**config.mk**
```make
export PLATFORM = sky130hd
export DESIGN_NAME = i2c_register_transaction_sequencer
export DESIGN_NICKNAME = d
export VERILOG_FILES = /design/src/hdl/i2crts_pkg.sv /design/src/hdl/i2c_register_transaction_sequencer.sv /design/src/hdl/i2crts_queue.sv /design/src/hdl/i2crts_seq.sv /design/src/hdl/i2crts_outbuf.sv
export SDC_FILE = /design/constraint.sdc
export NUM_CORES = 1
export LEC_CHECK = 0
export BUFFER_PORTS_ARGS = -buffer_cell sky130_fd_sc_hd__buf_2
export CORE_AREA = 3 3 157 159
export DETAILED_ROUTE_END_ITERATION = 7
export DIE_AREA = 0 0 160 162
export PLACE_DENSITY = 0.86
export SLEW_MARGIN = 30
export SYNTH_ARGS = -nofsm -noshare
export SYNTH_HDL_FRONTEND = slang
export SYNTH_SLANG_ARGS = --single-unit
export TNS_END_PERCENT = 10
```
**constraint.sdc**
```tcl
create_clock -name clk -period 5.97 [get_ports clk]
set_input_delay 1.194 -clock clk [delete_from_list [all_inputs] [get_ports clk]]
set_output_delay 1.194 -clock clk [all_outputs]
set_load 0.02 [all_outputs]
```
**src/hdl/i2crts_pkg.sv**
```systemverilog
// Package: shared types, codes and sizes for the I2C register transaction sequencer.
package i2crts_pkg;

  localparam int QUEUE_DEPTH = 8;
  localparam int QPTR_W = (QUEUE_DEPTH > 1) ? $clog2(QUEUE_DEPTH) : 1;
  localparam int QCNT_W = $clog2(QUEUE_DEPTH + 1);

  // result buffer; pointers wrap naturally, so keep the depth a power of two
  localparam int RBUF_DEPTH = 4;
  localparam int RBUF_PTR_W = $clog2(RBUF_DEPTH);
  localparam int RBUF_CNT_W = $clog2(RBUF_DEPTH + 1);

  localparam logic [1:0] CMD_WRITE = 2'd0;
  localparam logic [1:0] CMD_READ  = 2'd1;
  localparam logic [1:0] CMD_STEP  = 2'd2;

  localparam logic [2:0] ACT_NONE      = 3'd0;
  localparam logic [2:0] ACT_START     = 3'd1;
  localparam logic [2:0] ACT_SEND      = 3'd2;
  localparam logic [2:0] ACT_RECV_NACK = 3'd3;
  localparam logic [2:0] ACT_STOP      = 3'd4;

  typedef enum logic [3:0] {
    PH_IDLE   = 4'd0,
    PH_ADDR   = 4'd1,
    PH_REG    = 4'd2,
    PH_RSTART = 4'd3,
    PH_RADDR  = 4'd4,
    PH_RECV   = 4'd6,
    PH_DATA   = 4'd7,
    PH_STOP   = 4'd8
  } phase_t;

  typedef struct packed {
    logic [1:0] cmd;
    logic [7:0] dev_address;
    logic [7:0] reg_address;
    logic [7:0] write_value;
  } req_t;

  typedef struct packed {
    logic [2:0] bus_action;
    logic [7:0] bus_byte;
    logic       transfer_done;
    logic       request_queued;
    logic       request_dropped;
    logic       busy_res;
    logic       last;
  } rsp_t;

  // one pending transaction: 25 bits
  typedef struct packed {
    logic       is_read;
    logic [7:0] device;
    logic [7:0] reg_num;
    logic [7:0] value;
  } xact_t;

  typedef struct packed {
    logic push;
    logic pop;
  } q_ctrl_t;

  typedef struct packed {
    logic empty;
    logic full;
  } q_status_t;

  // results of one step: one or two beats
  typedef struct packed {
    logic valid;
    logic two;
    rsp_t r0;
    rsp_t r1;
  } res_pair_t;

endpackage

```
**src/hdl/i2c_register_transaction_sequencer.sv**
```systemverilog
// Top level of the I2C register transaction sequencer.
//   channel | direction | payload | beats per item
//   req     | in        | req_t   | 1
//   rsp     | out       | rsp_t   | 1 or 2 (stop plus chained start)
// A request beat is registered in the input stage, decoded once the result buffer
// has room and written into that four-entry buffer, which drives rsp_valid; one
// item per cycle while rsp_ready keeps up; two-result items go out as two beats.
// req_ready drops only when the input stage holds a beat and the result buffer has
// fewer than two free entries. Synchronous reset empties all queues, phase idle.
module i2c_register_transaction_sequencer import i2crts_pkg::*; (
  input  logic clk,
  input  logic rst,
  input  logic req_valid,
  output logic req_ready,
  input  req_t req,
  output logic rsp_valid,
  input  logic rsp_ready,
  output rsp_t rsp
);

  logic      stage_valid;
  req_t      stage;
  logic      room;
  logic      fire;
  q_ctrl_t   q_ctrl;
  q_status_t q_status;
  xact_t     q_wdata;
  xact_t     q_head;
  res_pair_t res;

  assign fire      = stage_valid && room;
  assign req_ready = !stage_valid || fire;

  always_ff @(posedge clk) begin
    if (rst) begin
      stage_valid <= 1'b0;
    end else if (req_ready) begin
      stage_valid <= req_valid;
    end
  end

  always_ff @(posedge clk) begin
    if (req_ready && req_valid) begin
      stage <= req;
    end
  end

  i2crts_queue u_queue (
    .clk    (clk),
    .rst    (rst),
    .ctrl   (q_ctrl),
    .wdata  (q_wdata),
    .head   (q_head),
    .status (q_status)
  );

  i2crts_seq u_seq (
    .clk      (clk),
    .rst      (rst),
    .fire     (fire),
    .item     (stage),
    .q_status (q_status),
    .q_head   (q_head),
    .q_ctrl   (q_ctrl),
    .q_wdata  (q_wdata),
    .res      (res)
  );

  i2crts_outbuf u_outbuf (
    .clk       (clk),
    .rst       (rst),
    .wr        (res),
    .room      (room),
    .rsp_valid (rsp_valid),
    .rsp_ready (rsp_ready),
    .rsp       (rsp)
  );

endmodule

```
**src/hdl/i2crts_queue.sv**
```systemverilog
// Pending transaction FIFO.
module i2crts_queue import i2crts_pkg::*; (
  input  logic      clk,
  input  logic      rst,
  input  q_ctrl_t   ctrl,
  input  xact_t     wdata,
  output xact_t     head,
  output q_status_t status
);

  xact_t             mem [QUEUE_DEPTH];
  logic [QPTR_W-1:0] rd_ptr;
  logic [QPTR_W-1:0] wr_ptr;
  logic [QCNT_W-1:0] count;

  function automatic logic [QPTR_W-1:0] ptr_inc(input logic [QPTR_W-1:0] p);
    if (p == QPTR_W'(QUEUE_DEPTH - 1)) return '0;
    return p + 1'b1;
  endfunction

  always_ff @(posedge clk) begin
    if (ctrl.push) begin
      mem[wr_ptr] <= wdata;
    end
  end

  always_ff @(posedge clk) begin
    if (rst) begin
      rd_ptr <= '0;
      wr_ptr <= '0;
      count  <= '0;
    end else begin
      if (ctrl.push) wr_ptr <= ptr_inc(wr_ptr);
      if (ctrl.pop)  rd_ptr <= ptr_inc(rd_ptr);
      // push and pop never come from the same step
      if (ctrl.push && !ctrl.pop)      count <= count + 1'b1;
      else if (ctrl.pop && !ctrl.push) count <= count - 1'b1;
    end
  end

  assign head         = mem[rd_ptr];
  assign status.empty = (count == '0);
  assign status.full  = (count == QCNT_W'(QUEUE_DEPTH));

endmodule

```
**src/hdl/i2crts_seq.sv**
```systemverilog
// Transaction phase sequencer: decodes one registered beat into its bus actions.
module i2crts_seq import i2crts_pkg::*; (
  input  logic      clk,
  input  logic      rst,
  input  logic      fire,
  input  req_t      item,
  input  q_status_t q_status,
  input  xact_t     q_head,
  output q_ctrl_t   q_ctrl,
  output xact_t     q_wdata,
  output res_pair_t res
);

  phase_t phase, phase_next;
  xact_t  cur, cur_next;

  always_ff @(posedge clk) begin
    if (rst) begin
      phase <= PH_IDLE;
      cur   <= '0;
    end else begin
      phase <= phase_next;
      cur   <= cur_next;
    end
  end

  always_comb begin
    xact_t req_x;
    rsp_t  r0;
    rsp_t  r1;
    logic  two;
    logic  busy;

    req_x.is_read = (item.cmd == CMD_READ);
    req_x.device  = item.dev_address;
    req_x.reg_num = item.reg_address;
    req_x.value   = (item.cmd == CMD_READ) ? 8'd0 : item.write_value;

    phase_next = phase;
    cur_next   = cur;
    q_ctrl     = '0;
    q_wdata    = req_x;
    r0         = '0;
    r1         = '0;
    two        = 1'b0;

    if (fire) begin
      case (item.cmd)
        CMD_WRITE, CMD_READ: begin
          if (phase == PH_IDLE) begin
            cur_next      = req_x;
            phase_next    = PH_ADDR;
            r0.bus_action = ACT_START;
          end else if (!q_status.full) begin
            q_ctrl.push       = 1'b1;
            r0.request_queued = 1'b1;
          end else begin
            r0.request_dropped = 1'b1;
          end
        end
        CMD_STEP: begin
          case (phase)
            PH_ADDR: begin
              phase_next    = PH_REG;
              r0.bus_action = ACT_SEND;
              r0.bus_byte   = cur.device;
            end
            PH_REG: begin
              phase_next    = cur.is_read ? PH_RSTART : PH_DATA;
              r0.bus_action = ACT_SEND;
              r0.bus_byte   = cur.reg_num;
            end
            PH_RSTART: begin
              phase_next    = PH_RADDR;
              r0.bus_action = ACT_START;
            end
            PH_RADDR: begin
              phase_next    = PH_RECV;
              r0.bus_action = ACT_SEND;
              r0.bus_byte   = cur.device + 8'd1;
            end
            PH_RECV: begin
              phase_next    = PH_STOP;
              r0.bus_action = ACT_RECV_NACK;
            end
            PH_DATA: begin
              phase_next    = PH_STOP;
              r0.bus_action = ACT_SEND;
              r0.bus_byte   = cur.value;
            end
            PH_STOP: begin
              r0.bus_action    = ACT_STOP;
              r0.transfer_done = 1'b1;
              if (!q_status.empty) begin
                // chain straight into the oldest pending transaction
                q_ctrl.pop    = 1'b1;
                cur_next      = q_head;
                phase_next    = PH_ADDR;
                r1.bus_action = ACT_START;
                two           = 1'b1;
              end else begin
                phase_next = PH_IDLE;
              end
            end
            default: begin
              phase_next = PH_IDLE;
            end
          endcase
        end
        default: ;
      endcase
    end

    busy        = (phase_next != PH_IDLE);
    r0.busy_res = busy;
    r1.busy_res = busy;
    r0.last     = !two;
    r1.last     = 1'b1;

    res.valid = fire;
    res.two   = two;
    res.r0    = r0;
    res.r1    = r1;
  end

endmodule

```
**src/hdl/i2crts_outbuf.sv**
```systemverilog
// Result buffer: one or two beats in per cycle, one out when rsp_ready.
module i2crts_outbuf import i2crts_pkg::*; (
  input  logic      clk,
  input  logic      rst,
  input  res_pair_t wr,
  output logic      room,
  output logic      rsp_valid,
  input  logic      rsp_ready,
  output rsp_t      rsp
);

  rsp_t                  mem [RBUF_DEPTH];
  logic [RBUF_PTR_W-1:0] rd_ptr;
  logic [RBUF_PTR_W-1:0] wr_ptr;
  logic [RBUF_CNT_W-1:0] count;
  logic                  pop;
  logic [RBUF_CNT_W-1:0] n_in;

  assign pop  = rsp_valid && rsp_ready;
  assign n_in = !wr.valid ? '0 : (wr.two ? RBUF_CNT_W'(2) : RBUF_CNT_W'(1));

  always_ff @(posedge clk) begin
    if (wr.valid) begin
      mem[wr_ptr] <= wr.r0;
      if (wr.two) mem[wr_ptr + RBUF_PTR_W'(1)] <= wr.r1;
    end
  end

  always_ff @(posedge clk) begin
    if (rst) begin
      rd_ptr <= '0;
      wr_ptr <= '0;
      count  <= '0;
    end else begin
      wr_ptr <= wr_ptr + n_in[RBUF_PTR_W-1:0];
      if (pop) rd_ptr <= rd_ptr + RBUF_PTR_W'(1);
      count <= count + n_in - RBUF_CNT_W'(pop);
    end
  end

  assign rsp_valid = (count != '0);
  assign rsp       = mem[rd_ptr];
  // space for the worst case of two beats
  assign room      = (count <= RBUF_CNT_W'(RBUF_DEPTH - 2));

endmodule

```
== Word-level counts from Yosys, hierarchy flattened ==
Memory sizes are Yosys's and may differ from the RTL's. A register that Yosys moved wholly into a read port is not among the register bits.
Index checks and enable logic that the tools add are counted.

* Flip-flop bits (word level): 73
* Memory bits (writable): 264
* Input port bits: 30
* Logic and storage cells: 123
* Memories: 2

{| class="wikitable"
|+ Memories
! name !! words !! bits a word !! read ports !! clocked after Yosys merged registers in !! write ports !! RTL line !! RTL
|-
| u_queue.mem || 8 || 25 || 1 || 1 || 1 || i2crts_queue.sv:11 || <nowiki>xact_t mem [QUEUE_DEPTH];</nowiki>
|-
| u_outbuf.mem || 4 || 16 || 1 || 1 || 2 || i2crts_outbuf.sv:12 || <nowiki>rsp_t mem [RBUF_DEPTH];</nowiki>
|}

* Add/sub/neg operators: 10
* Magnitude comparators: 1
* Eq/ne operators: 15
* Multiplexer cells: 58
* Reduce and logical (&&, ||, !) cells: 21

{| class="wikitable"
|+ Operator list
! kind !! count
|-
| two-way mux 25 bit || 3
|-
| case mux 25 bit (2 select lines) || 1
|-
| two-way mux 3 bit || 11
|-
| case mux 8 bit (4 select lines) || 1
|-
| two-way mux 1 bit || 25
|-
| case mux 4 bit (6 select lines) || 1
|-
| two-way mux 4 bit || 4
|-
| two-way mux 14 bit || 1
|-
| == test 4 x 3 -> 1 bit, second input constant || 3
|-
| two-way mux 2 bit || 6
|-
| case mux 3 bit (4 select lines) || 1
|-
| two-way mux 9 bit || 1
|-
| adder 8 x 1 -> 8 bit, second input constant || 1
|-
| == test 4 x 2 -> 1 bit, second input constant || 2
|-
| == test 4 bit, second input constant || 2
|-
| zero test 4 bit || 2
|-
| two-way mux 8 bit || 1
|-
| case mux 4 bit (2 select lines) || 1
|-
| adder 3 x 1 -> 3 bit, second input constant || 2
|-
| == test 3 bit, second input constant || 2
|-
| case mux 3 bit (2 select lines) || 1
|-
| logical AND 1 bit || 5
|-
| AND reduction 5 bit || 1
|-
| adder 2 x 1 -> 2 bit, second input constant || 2
|-
| other kinds (19) || 25
|}

== Depth between registers and ports, before layout ==
* Depth after elaboration: 10
* Gate-level depth with buffers: 13
* Depth with buffers taken out: 12

== Cells and area by module ==
Synthesis repeated with hierarchy kept, for this count alone.

* Cell total of the unflattened synthesis: 895
* Area, all modules: 15213.3 µm²

{| class="wikitable"
|+ Modules (own cells, without submodules)
! module !! instances !! cells an instance !! area an instance (µm²)
|-
| i2crts_queue || 1 || 365 || 8348.0
|-
| i2crts_outbuf || 1 || 209 || 3767.4
|-
| i2crts_seq || 1 || 289 || 2254.7
|-
| i2c_register_transaction_sequencer || 1 || 32 || 843.3
|}

== Worst setup path after synthesis ==
No wires, ideal clock.

* Path kind: flip-flop to flip-flop
* From: register u_outbuf.count[0]
* To: memory u_queue.mem[2][0] in the netlist's numbering (enable)
* Library setup time: 479 ps
* Arrival time: 3729 ps
* Data required time: 5491 ps
* Path slack: 1762 ps
* Cell stages (with the launch flop): 5
* Path buffers: 0
* Clock period less this slack: 4208 ps
* Path through: dfxtp_1 -> and2_1 -> nor3_1 -> nand3_1 -> nor4b_1

* Word-level cells in the longest chain between the ends: 5

{| class="wikitable"
|+ Ends and longest elaborated chain
! element !! RTL line !! RTL
|-
| from (decl) || i2crts_outbuf.sv:15 || <nowiki>logic [RBUF_CNT_W-1:0] count;</nowiki>
|-
| from (signal assigned) || i2crts_outbuf.sv:37 || <nowiki>count <= count + n_in - RBUF_CNT_W'(pop);</nowiki>
|-
| less-or-equal comparator 3 x 2 -> 1 bit || i2crts_outbuf.sv:44 || <nowiki>assign room = (count <= RBUF_CNT_W'(RBUF_DEPTH - 2));</nowiki>
|-
| logical AND 1 bit || i2c_register_transaction_sequencer.sv:31 || <nowiki>assign fire = stage_valid && room;</nowiki>
|-
| two-way mux 2 bit || i2crts_seq.sv:47 || <nowiki>if (fire) begin</nowiki>
|-
| two-way mux 1 bit || i2crts_queue.sv:22 || <nowiki>if (ctrl.push) begin</nowiki>
|-
| two-way mux 1 bit (not written as such) || i2crts_queue.sv:23 || <nowiki>mem[wr_ptr] <= wdata;</nowiki>
|-
| to (decl) || i2crts_queue.sv:11 ||
|}

Every way passes these cells.

== Worst setup path after layout ==
* From: register stage[24] in the netlist's numbering
* To: register u_queue.count[3]

* Word-level cells in the longest chain between the ends: 7
* Elaborated cells on any way between the ends: 13
* Classes of those cells: eq/ne (2); mux (4); reduce/logical (7)

{| class="wikitable"
|+ Ends and longest elaborated chain
! element !! RTL line !! RTL
|-
| from (decl) || i2c_register_transaction_sequencer.sv:22 || <nowiki>req_t stage;</nowiki>
|-
| from (signal assigned) || i2c_register_transaction_sequencer.sv:44 || <nowiki>stage <= req;</nowiki>
|-
| == test 2 x 1 -> 1 bit or zero test 2 bit (tied branches) || i2crts_seq.sv:48 || <nowiki>case (item.cmd)</nowiki>
|-
| OR reduction 2 bit || i2crts_seq.sv:48 ||
|-
| two-way mux 1 bit || i2crts_seq.sv:48 ||
|-
| two-way mux 2 bit (*) || i2crts_seq.sv:47 ||
|-
| zero test 1 bit || i2crts_queue.sv:37 || <nowiki>else if (ctrl.pop && !ctrl.push) count <= count - 1'b1;</nowiki>
|-
| logical AND 1 bit || i2crts_queue.sv:37 ||
|-
| nonzero test 2 bit (no source line) || -- ||
|-
| to (signal assigned) || i2crts_queue.sv:36 || <nowiki>if (ctrl.push && !ctrl.pop) count <= count + 1'b1;</nowiki>
|-
| to (signal assigned) || i2crts_queue.sv:37 ||
|-
| to (decl) || i2crts_queue.sv:14 || <nowiki>logic [QCNT_W-1:0] count;</nowiki>
|}

Mark *: on every way between the ends. The rest lies on a longest branch, timed or not.
A chain may end at the register's enable or synchronous reset.

==> run summary <==
STA classifies the critical path endpoint as a flip-flop. The proportion of layout cells with a drive suffix above 1 was 0.164; the y dimension of the die was 162 µm. The setup slack of the critical path after layout came out at 2270 ps. For the worst clock skew, the log shows 17.1 ps. After layout, the design draws a total of 5490 µW. After technology mapping, the gate count stands at 991.

The logs give 0 for the final number of max-transition violations and 11,800 µm for the total routed wire length on the met1 layer. The run gives 0 ps as the setup total negative slack. Number of search-and-repair iterations in the first detailed-routing pass: 6. The floorplan step defined a core boundary enclosing 23,400 µm². For the number of max-cap violations, the log shows 0. CTS placed an instance of clkbuf_16 at the clock tree root. Post-CTS repair changed the size of 0 cells. After detailed routing, the number of remaining DRC violations is 0. After synthesis, the cell types taking the most area are edfxtp_1, dfxtp_1, mux2i_1, mux4_2, a22oi_1.

The aggregate global-route resource usage was 0.233. Setup repair after global routing left no endpoint under its margin. The flip-flop and latch count after synthesis is 342, and the count of final hold-check violations is 0.

The die covers 25,900 µm². The share of async-settable or async-resettable flops after synthesis came out at 0. Of all cell types, the one taking the most synthesized area is edfxtp_1. The tightest min-delay check is of the flip-flop to flip-flop type. After detailed routing, no signal wire sits above met4.

At the end of routability-driven placement, the weighted congestion stood at 0.902. The total number of vias was 8,629; the final layout net count was 1,077. The flow ran to the end, and the final reports show no timing, DRC or antenna violations. The proportion of synthesized chip area in sequential cells was 0.660; the count of standard-cell rows was 56.

The H-tree depth was 2; the number of buffers and inverters on the critical path was 1. In the layout the commonest cells are edfxtp_1, dfxtp_1, mux2i_1. Buffers placed on the I/O ports in this run total 47. During synthesis, Yosys emitted a total of 0 warnings.

Category of cells accounting for the largest share of critical-path delay: simple AND/OR/NAND/NOR gates. The routed design uses 2260 µm of met3 wire. Later-pin clock latency in the skew report: 510 ps. The tools report the number of antenna violations at the first check in global routing as 0.

The run gives 0 as the number of antenna repair diodes. The commonest non-fill, non-tap cell in the layout is edfxtp_1. The placed wire-length estimate is 17,300 µm. Summing every instance area after synthesis gives 13,900 µm². The part of the cycle the worst path needs was 0.620; the maximum number of pins on one net before global-route repair was 52.

For the static leakage power, the log shows 0.00523 µW. The number of hold buffers added after cts was 0. STA classifies the critical path startpoint as a flip-flop.

For the via count of the first global-routing pass, the log shows 8,731. Once placement finished, the instance area stood at 14,500 µm². The number of ports placed on the die boundary was 48; the transition at the pin with the smallest max-transition slack was 897 ps. The relative slew slack is 0.402. STA puts the critical path data required time at 6410 ps. When the netlist entered floorplanning its net count stood at 1,035. The final cell utilization of the core is 0.671, and the total congestion overflow after global routing is 0.

The tools report the wire length on met2 as 15,000 µm. In this run the worst path has a maximum fanout of 26. The minimum clock period came out at 3700 ps. Clock tree synthesis inserted a total of 34 buffers.

The area growth from synthesis to layout is 12.7%. OpenSTA, run right after detailed placement, puts the worst setup slack at 1870 ps. TritonCTS built the clock tree. Using the TritonRoute via totals, the vias-per-cell ratio works out to 6.26. Across the VDD grid, the largest voltage drop is 0.276 mV. The power per unit of standard cell area works out to 349 nW/µm². The final count of negative-setup-slack endpoints was 0; the routed length per instance was 21.8 µm.

The logs give 47,700 µm for the first-pass GRT wire length and 15,700 µm² for the post-route cell area. The startpoint-to-endpoint class of the critical path is flip-flop to flip-flop. The peak clock frequency supported by timing was 0.270 GHz. The number of nets with antenna violations after detailed routing was 0.

The critical path's slowest cell is nor3_2. Clock tree synthesis found a total of 342 sinks. Counting along the longest clock path gives a buffer depth of 3. For the worst path arrival time, the log shows 4140 ps. The starting density of the core came out at 0.595. The count of flip-flops with a built-in enable after synthesis was 234. The buffer count from post-CTS setup fixing is 0, and the highest cell delay on the worst timing path is 740 ps. The clock-pin slew on the worst setup and hold paths works out to 60 ps.

Synthesis instantiated 66 different standard cells from the library. The total wire length was 30,000 µm. The area fraction of the dominant cell type after synthesis came out at 0.505.

The most used flip-flop cell after synthesis is edfxtp_1. Dividing the synthesized area by the synthesized cell count gives 14.1 µm². Traced cell by cell, the critical path runs through nand2b_2 > nor3_2 > nand2_1 > ha_1 > inv_1 > ha_1 > a21o_1 > a21oi_1 > xnor2_1 > or3_1 > a21oi_1.

The detailed router finished its first iteration with 843 violations. Measured along the x axis, the die boundary spans 160 µm.
## cells by family after synthesis
| kind of cell | count (synthesis) | share of synthesized area |
|---|---|---|
| AND/OR/NAND/NOR | 249 | 0.0889 |
| multiplexers | 116 | 0.101 |
| flip-flops | 342 | 0.660 |
| adder cells (fa/ha/maj) | 14 | 0.0137 |
| AO/OA/AOI/OAI | 184 | 0.104 |
| XOR/XNOR | 12 | 0.00755 |
| buffers and inverters | 74 | 0.0251 |
## metal layers
| layer | vias to the layer above | global-route usage |
|---|---|---|
| met5 | - | 0 |
| met3 | 83 | 0.0398 |
| met4 | 0 | 0.101 |
| met1 | 4249 | 0.301 |
| li1 | 3882 | - |
| met2 | 415 | 0.394 |
## power by group
part,switching [µW],internal [µW],leakage (µW)
logic,244,171,0.00163
clock network,858,1470,0.000609
registers,110,2630,0.00300
total,1210,4270,0.00523
## worst reg2reg max path: stages, from the launching register on
cell and delay (ps):
edfxtp_1 410, nand2b_2 520, nor3_2 740, nand2_1 360, ha_1 330, inv_1 130, ha_1 250, a21o_1 180
a21oi_1 170, xnor2_1 90, or3_1 310, a21oi_1 140
## flip-flops by register name, indices dropped and copies added (netlist names), named ones only
name             cells
u_outbuf.wr_ptr      2
stage               26
u_queue.mem        200
stage_valid          1
u_outbuf.rd_ptr      2
u_queue.rd_ptr       3
u_queue.count        4
u_seq.cur           25
u_outbuf.count       3
u_seq.phase          4
u_outbuf.mem        64
u_queue.wr_ptr       3
## layout make-up
type,count,area (µm²)
sequential,342,9190
fill,1607,7700
multi-input combinational,575,4440
clock buffer,48,997
tap,319,399
timing repair buffer,64,363
clock inverter,14,246
inverter,16,60.1
## through the flow
step | cells | hold WS, ps
2_1_floorplan | 991 | 420
3_3_place_gp | 1316 | 429
3_5_place_dp | 1316 | 439
4_1_cts | 1378 | 453
5_1_grt | 1378 | 472
6_report | 1378 | 450
## path summary, 6_finish.rpt
| path | from | to | slack [ps] | cells past startpoint |
|---|---|---|---|---|
| max | stage[24]$_DFFE_PP_ | u_queue.count[3]$_SDFFE_PP0P_ | 2270 | 11 |
| min | u_outbuf.mem[0][4]$_SDFFE_PP0P_ | u_outbuf.mem[0][4]$_SDFFE_PP0P_ | 450 | 1 |
| max reg2reg | stage[24]$_DFFE_PP_ | u_queue.count[3]$_SDFFE_PP0P_ | 2270 | 11 |
| min reg2reg | u_outbuf.mem[0][4]$_SDFFE_PP0P_ | u_outbuf.mem[0][4]$_SDFFE_PP0P_ | 450 | 1 |
## cells in the mapped netlist (11+ instances only)
library cell / n
nor2_1: 61
a22oi_1: 52
nor3_1: 11
o21ai_0: 23
edfxtp_1: 234
inv_1: 16
a22o_1: 19
and2_1: 16
clkbuf_1: 28
mux4_2: 20
buf_2: 18
a311oi_1: 14
a21oi_1: 15
nand2_1: 75
mux2i_1: 96
nand3_1: 33
dfxtp_1: 108
ha_1: 12
Note: power is estimated with default switching activity, not from simulation.
